File: src/design/kwm_ram.sv
// Generic single-write, single-read RAM with registered read data.
// No dependencies.
`default_nettype none
module kwm_ram #(
   parameter int WIDTH = 8,
   parameter int DEPTH = 16
) (
   input  wire logic                     clock,
   input  wire logic                     wr_en,
   input  wire logic [$clog2(DEPTH)-1:0] wr_addr,
   input  wire logic [WIDTH-1:0]         wr_data,
   input  wire logic [$clog2(DEPTH)-1:0] rd_addr,
   output logic [WIDTH-1:0]              rd_data
);
   logic [WIDTH-1:0] mem_ff [DEPTH];

   always_ff @(posedge clock) begin
      if (wr_en) begin
         mem_ff[wr_addr] <= wr_data;
      end
      rd_data <= mem_ff[rd_addr];
   end
endmodule
`default_nettype wire

File: config.mk
export PLATFORM = sky130hd
export DESIGN_NAME = kwm_ram
export DESIGN_NICKNAME = d
export VERILOG_FILES = /design/src/design/kwm_ram.sv
export SDC_FILE = /design/constraint.sdc
export NUM_CORES = 1
export LEC_CHECK = 0
export BUFFER_PORTS_ARGS = -buffer_cell sky130_fd_sc_hd__buf_2
export CAP_MARGIN = 5
export CORE_MARGIN = 2
export CORE_UTILIZATION = 50
export DETAILED_ROUTE_END_ITERATION = 7
export PLACE_DENSITY = 0.65
export SLEW_MARGIN = 20
export SYNTH_ARGS = -nofsm -noshare
export SYNTH_HDL_FRONTEND = slang
export SYNTH_SLANG_ARGS = --single-unit
File: constraint.sdc
create_clock -name clock -period 3.46 [get_ports clock]
set_input_delay 0.173 -clock clock [delete_from_list [all_inputs] [get_ports clock]]
set_output_delay 0.173 -clock clock [all_outputs]
set_load 0.05 [all_outputs]
==> flow_metrics.env, run 1 <==
export IMPL_reg2reg_from="mem_ff[9][4]"
export IMPL_drc=0
export IMPL_min_period_ps=1370
export IMPL_post_cts_resized=0
export IMPL_drt_pass1_iterations=6
export IMPL_wl_met2_um=4610
export IMPL_min_from="wr_data[4]"
export IMPL_r2r_end="rd_data[4]"
export IMPL_avgSynthCellArea_um2=22.5
export IMPL_reg2reg_setup_slack_ps=2100
export IMPL_gr_total_overflow=0
export IMPL_setup_viol=0
export IMPL_ctsLongestPathBuffers=2
export IMPL_coreArea_mm2=0.0101
export IMPL_rsz0062_at_grt="no"
export IMPL_setup_tns_final_ps=0
export IMPL_maxCapViolations=0
export IMPL_syn_inst=229
export IMPL_combPwrFrac=0.052
export IMPL_slew_headroom=0.371
export IMPL_core_rowCount=37
export IMPL_fillers=726
export IMPL_p_leak_nw=2.01
export IMPL_routed_wl_um=9380
export IMPL_cts_buffers_inserted=17
export IMPL_path_buf_inv=1
export IMPL_fmax_mhz=727
export IMPL_pre_cts_ws_ps=1510
export IMPL_mostFrequentLayoutCells="128 x edfxtp_1, 25 x buf_2, 18 x mux4_2, 16 x a22oi_1, 16 x clkbuf_16"
export IMPL_hold_depth=1
export IMPL_wl_met1_um=4160
export IMPL_skew_ps=6.30
export IMPL_clk_pin_slew_worst_paths_ps=60
export IMPL_final_nets=287
export IMPL_path_cells="buf_2, or3b_2, nor2_1"
export IMPL_drt_iter0_drc=213
export IMPL_dieArea_mm2=0.0111
export IMPL_clockPowerShare=0.457
export IMPL_drv_slew=0
export IMPL_fp_dieH_um=105
export IMPL_crit_arrival_ps=1520
export IMPL_fin_ws_ps=2090
export IMPL_p_per_area_mw_per_mm2=631
export IMPL_place_area_mm2=0.00540
export IMPL_cts_tree="yes"
export IMPL_dp_cells=386
export IMPL_holdBufCountCts=0
export IMPL_p_int_mw=2.96
export IMPL_numPortBuffers=25
export IMPL_via_per_inst=5.69
export IMPL_synth_seq_area_share=0.778
export IMPL_mappedNetlistNets=247
export IMPL_clk_latency_ps=520
export IMPL_area_growth_pct=16.2
export IMPL_grt_pass1_wl_um=14300
export IMPL_hp_class="primary input to flip-flop"
export IMPL_required_ps=3600
export IMPL_gp_congestion=0.720
export IMPL_critPathLaunchType="primary input"
export IMPL_grt_pass1_vias=2462
export IMPL_crit_path_max_incr_delay_ps=720
export IMPL_n_antenna_cell=0
export IMPL_layout_commonest_cell="edfxtp_1"
export IMPL_route_top_layer_used="met4"
export IMPL_critPathTopFamily="simple AND/OR/NAND/NOR gates"
export IMPL_ys_seq_elements=136
export IMPL_dieWidth_um=105
export IMPL_critPathSlowestCell="nor2_1"
export IMPL_io_pins=26
export IMPL_h_tree_depth=4
export IMPL_ir_drop_uv=342
export IMPL_hold_viol=0
export IMPL_clock_sinks=136
export IMPL_grt_max_degree=33
export IMPL_p_sw_mw=0.813
export IMPL_worst_slew_pin_slew_ps=940
export IMPL_layout_cells_non_filler=418
export IMPL_track_usage=0.184
export IMPL_status="completed"
export IMPL_fin_area_mm2=0.00598
export IMPL_hold_end="mem_ff[5][4]"
export IMPL_route_met3_wl_um=498
export IMPL_fin_crit_sh=0.397
export IMPL_layout_drive_gt1_share=0.287
export IMPL_postCtsSetupBuffers=0
export IMPL_antenna_found_initial=0
export IMPL_wl_per_cell_um=22.4
export IMPL_start_util=0.508
export IMPL_p_seq_frac=0.491
export IMPL_synthesis_area_mm2=0.00515
export IMPL_path_max_fanout=8
export IMPL_synth_warning_count=0
export IMPL_cts_root_buf="clkbuf_8"
export IMPL_num_vias=2379
export IMPL_antenna_left=0
export IMPL_worst_r2r_cell_count=3
export IMPL_crit_path_end_kind="flip-flop"
export IMPL_final_core_util=0.590
export IMPL_dp_hpwl_um=5870
export IMPL_synth_cell_types=19
export IMPL_path_class="primary input to flip-flop"
export IMPL_p_sw_frac=0.215
-- registers in the layout, summed over array words and instances, names as in the netlist --
signal   count
mem_ff     128
rd_data      8
-- through the flow --
step | hold slack [ps] | total power [mW]
2_1_floorplan | 272 | 2.02
3_3_place_gp | 563 | 2.08
3_5_place_dp | 572 | 2.09
4_1_cts | 19.4 | 3.81
5_1_grt | 26.7 | 3.89
6_report | 32.3 | 3.78
-- layer usage --
layer,vias up,GRT usage
li1,1055,-
met1,1237,0.257
met2,75,0.281
met3,12,0.0581
met4,0,0.0600
met5,-,0
-- power by group through the flow --
stage               Combinational (mW)  Sequential [mW]  Clock, mW
finish                           0.197             1.85       1.73
global placement                 0.197             1.89          0
CTS                              0.201             1.85       1.75
floorplan                       0.0935             1.92          0
global route                     0.211             1.86       1.83
detailed placement               0.200             1.89          0
-- synth_stat cells --
cell             number  area, um2
a22oi_1              16        120
and2_1                1       6.26
and2b_1               1       7.51
buf_2                 3       15.0
buf_4                 1       7.51
buf_6                 3       33.8
clkdlybuf4s25_2       3       30.0
dfxtp_1               8        160
edfxtp_1            128       3840
mux4_1               14        368
mux4_2               18        405
nand2_1               9       33.8
nand2b_1              2       12.5
nand3_1               1       5.00
nand3b_1              2       15.0
nor2_1               13       48.8
nor2b_1               1       6.26
nor3_1                4       20.0
or3b_2                1       8.76
-- how the worst max path moves through the flow --
stage,from,end,slack [ps],depth (start not counted)
after floorplan,wr_addr[2],mem_ff[0][0],1790,2
after global placement,rd_addr[0],rd_data[3],1550,5
after detailed placement,rd_addr[0],rd_data[1],1510,5
after CTS,rd_addr[0],rd_data[1],2050,5
after global routing,rd_addr[0],rd_data[1],1970,5
final,wr_addr[2],mem_ff[1][3],2090,3
-- kinds of logic (layout without fill, tap and decap cells) --
logic type,count (synthesis),in the layout,synth area share
simple gates,35,35,0.0318
flops,136,136,0.778
mux,32,32,0.150
compound gates,16,16,0.0233
buf+inv,10,63,0.0168
-- final cells by class --
type	instances	area (um2)	area share
multi-input cells	83	1060	0.177
well taps	136	170	0.0284
clock inverters	13	149	0.0249
clock buffers	19	432	0.0722
flip-flops and latches	136	4000	0.669
repair buffers	31	170	0.0284
-- worst reg2reg max path, stage by stage (launching register included) --
cell and delay, ps:
edfxtp_1 370, mux4_1 550, a22oi_1 260, nand2_1 70
Power figures use the tool's default switching activity.
==> inputs of run 2 (changes only) <==
--- a/config.mk
+++ b/config.mk
@@ -5,12 +5,13 @@
 export SDC_FILE = /design/constraint.sdc
 export NUM_CORES = 1
 export LEC_CHECK = 0
+export ABC_AREA = 1
 export BUFFER_PORTS_ARGS = -buffer_cell sky130_fd_sc_hd__buf_2
 export CAP_MARGIN = 5
 export CORE_MARGIN = 2
 export CORE_UTILIZATION = 50
 export DETAILED_ROUTE_END_ITERATION = 7
-export PLACE_DENSITY = 0.65
+export PLACE_DENSITY = 0.68
 export SLEW_MARGIN = 20
 export SYNTH_ARGS = -nofsm -noshare
 export SYNTH_HDL_FRONTEND = slang
==> constraint.sdc (replaced) <==
create_clock -name clock -period 1.2 [get_ports clock]
set_input_delay 0.06 -clock clock [delete_from_list [all_inputs] [get_ports clock]]
set_output_delay 0.06 -clock clock [all_outputs]
set_load 0.05 [all_outputs]
==> run 2 against run 1 <==
Compared with the run above:
- combinational power increased to 4.0 times the previous value
- clock power grew to 2.8 times the previous value
- first-iteration DRC count is 28% higher
- critical path depth is 2 lower
- flip-flop and latch count stayed put
- critical endpoint is now rd_data[3]
- largest power group unchanged
- non-clock buffer count up 21
- synthesized cell count increased by 140%
==> flow_metrics.env, run 2 <==
export IMPL_setup_viol=0
export IMPL_p_per_area_mw_per_mm2=1620
export IMPL_antenna_left=0
export IMPL_fmax_mhz=861
export IMPL_drc=0
export IMPL_antenna_found_initial=0
export IMPL_routed_wl_um=12800
export IMPL_path_max_fanout=1
export IMPL_ys_top_cells_by_area="edfxtp_1 67%, nand2_1 11%, nand3_1 8.4%"
export IMPL_required_ps=1140
export IMPL_start_util=0.509
export IMPL_gr_total_overflow=0
export IMPL_drt_pass1_iterations=5
export IMPL_numPortBuffers=25
export IMPL_drv_slew=0
export IMPL_synth_cell_types=12
export IMPL_final_nets=616
export IMPL_io_pins=26
export IMPL_synthArstFlopShare=0
export IMPL_post_cts_resized=0
export IMPL_path_class="flip-flop to output pin"
export IMPL_synth_largest_area_cell="edfxtp_1"
export IMPL_fin_crit_sh=0.967
export IMPL_slew_headroom=0.758
export IMPL_worst_r2r_cell_count=6
export IMPL_layout_cells_non_filler=754
export IMPL_dp_cells=721
export IMPL_path_cells="buf_2"
export IMPL_skew_ps=7.73
export IMPL_ir_drop_uv=898
export IMPL_num_vias=3887
export IMPL_status="completed"
export IMPL_fin_area_mm2=0.00672
export IMPL_avgSynthCellArea_um2=10.5
export IMPL_path_buf_inv=1
export IMPL_mappedNetlistNets=569
export IMPL_hp_class="primary input to flip-flop"
export IMPL_coreArea_mm2=0.0113
export IMPL_n_antenna_cell=0
export IMPL_wl_met2_um=6170
export IMPL_track_usage=0.216
export IMPL_clock_sinks=136
export IMPL_hold_depth=1
export IMPL_largest_reg_flops=128
export IMPL_via_per_inst=5.16
export IMPL_synth_warning_count=0
export IMPL_cts_root_buf="clkbuf_16"
export IMPL_gp_congestion=0.789
export IMPL_fin_hold_ws_ps=57.2
export IMPL_setup_tns_final_ps=0
export IMPL_mostFrequentLayoutCells="173 x nand2_1, 128 x edfxtp_1, 100 x inv_1, 97 x nand3_1, 25 x buf_2"
export IMPL_critPathLaunchType="flip-flop"
export IMPL_crit_path_max_incr_delay_ps=390
export IMPL_synthesis_area_mm2=0.00577
export IMPL_dieArea_mm2=0.0124
export IMPL_worst_slew_pin_slew_ps=364
export IMPL_dieWidth_um=111
export IMPL_core_rowCount=39
export IMPL_fillers=910
export IMPL_maxCapViolations=0
export IMPL_wl_per_cell_um=17.0
export IMPL_h_tree_depth=4
export IMPL_reg_top3="mem_ff x128, rd_data x8"
export IMPL_layout_drive_gt1_share=0.126
export IMPL_yosys_most_used_dff="edfxtp_1"
export IMPL_cts_tree="yes"
export IMPL_yosysMostFrequentCell="nand2_1"
export IMPL_p_leak_nw=2.94
export IMPL_cp_depth=1
export IMPL_syn_inst=551
export IMPL_yosys_top_cells_count="173 x nand2_1, 128 x edfxtp_1, 100 x inv_1"
export IMPL_place_area_mm2=0.00616
export IMPL_ctsLongestPathBuffers=2
export IMPL_synth_top_area_share=0.667
export IMPL_clk_latency_ps=420
export IMPL_clk_pin_slew_worst_paths_ps=50
export IMPL_crit_path_end_kind="output pin"
export IMPL_regMostFlops="mem_ff"
export IMPL_synth_seq_area_share=0.694
export IMPL_critPathTopFamily="flip-flops"
export IMPL_layout_commonest_cell="nand2_1"
export IMPL_hold_viol=0
export IMPL_postCtsSetupBuffers=0
export IMPL_crit_arrival_ps=1100
export IMPL_cts_buffers_inserted=17
export IMPL_rsz0062_at_grt="no"
export IMPL_fp_dieH_um=111
export IMPL_route_top_layer_used="met4"
export IMPL_grt_pass1_wl_um=20000
export IMPL_drt_iter0_drc=272
export IMPL_route_met3_wl_um=848
export IMPL_grt_pass1_vias=3769
export IMPL_min_period_ps=1160
export IMPL_wl_met1_um=5470
export IMPL_dp_hpwl_um=7820
export IMPL_critPathSlowestCell="dfxtp_1"
export IMPL_area_growth_pct=16.5
export IMPL_grt_max_degree=49
export IMPL_ys_seq_elements=136
export IMPL_synth_edf_count=128
-- run 2: cell types whose count changed after synthesis, moves of 2 or more --
cell,previous run,this run
clkdlybuf4s25_2,3,0
a22oi_1,16,0
nor3_1,4,0
buf_4,1,4
nor2_1,13,17
nand2_1,9,173
nand2b_1,2,0
buf_2,3,13
inv_2,0,2
mux4_1,14,0
buf_6,3,6
nand3_1,1,97
mux4_2,18,0
inv_1,0,100
-- run 2: logic make-up (layout without fill, tap and decap cells) --
kind of cell,count (synthesis),after routing,synth area share
buffers and inverters,126,186,0.0952
DFF,136,136,0.694
and+or+nand+nor,289,289,0.210
-- run 2: power by group --
part	internal, mW	switching [mW]	total (mW)
Combinational	0.221	0.559	0.780
Sequential	5.31	0.0389	5.35
Clock	3.01	1.77	4.78
Total	8.54	2.37	10.9
-- run 2: what timing repair did --
item	CTS	global route
endpoints found under the hold margin	4	0
hold buffers	1	0
setup endpoints to repair	0	0
-- run 2: worst reg2reg max path, cell delays in order (launching register included) --
cell	delay, ps
edfxtp_1	350
inv_1	60
nand2_1	50
nand3_1	80
nand3_1	140
nand3_1	200
nand2_1	90
-- run 2: final timing paths --
| check | slack (ps) | startpoint | to |
|---|---|---|---|
| min | 60 | wr_data[7] | mem_ff[11][7] |
| min reg2reg | 670 | mem_ff[6][7] | rd_data[7] |
| max reg2reg | 110 | mem_ff[9][2] | rd_data[2] |
| max | 40 | rd_data[3] | rd_data[3] |
-- run 2: layer usage --
layer / up-vias / track usage
li1: 1867 / -
met1: 1826 / 0.297
met2: 167 / 0.334
met3: 27 / 0.0506
met4: 0 / 0.0922
met5: - / 0
-- run 2: area by class of cell --
type                       count  area (um2)  area share
tap                          143         179      0.0266
sequential                   136        4000       0.596
clock inverter                 4        47.5     0.00708
inverter                     102         383      0.0570
timing repair buffer          52         393      0.0585
clock buffer                  28         497      0.0740
multi-input combinational    289        1210       0.181
-- run 2: stage by stage --
step,total power [mW],utilization,setup slack [ps]
floorplan,5.92,-,189
detailed placement,6.22,0.544,58.9
global route,11.2,0.593,43.6
global placement,6.21,0.544,77.5
CTS,10.9,0.593,24.6
finish,10.9,0.593,39.0
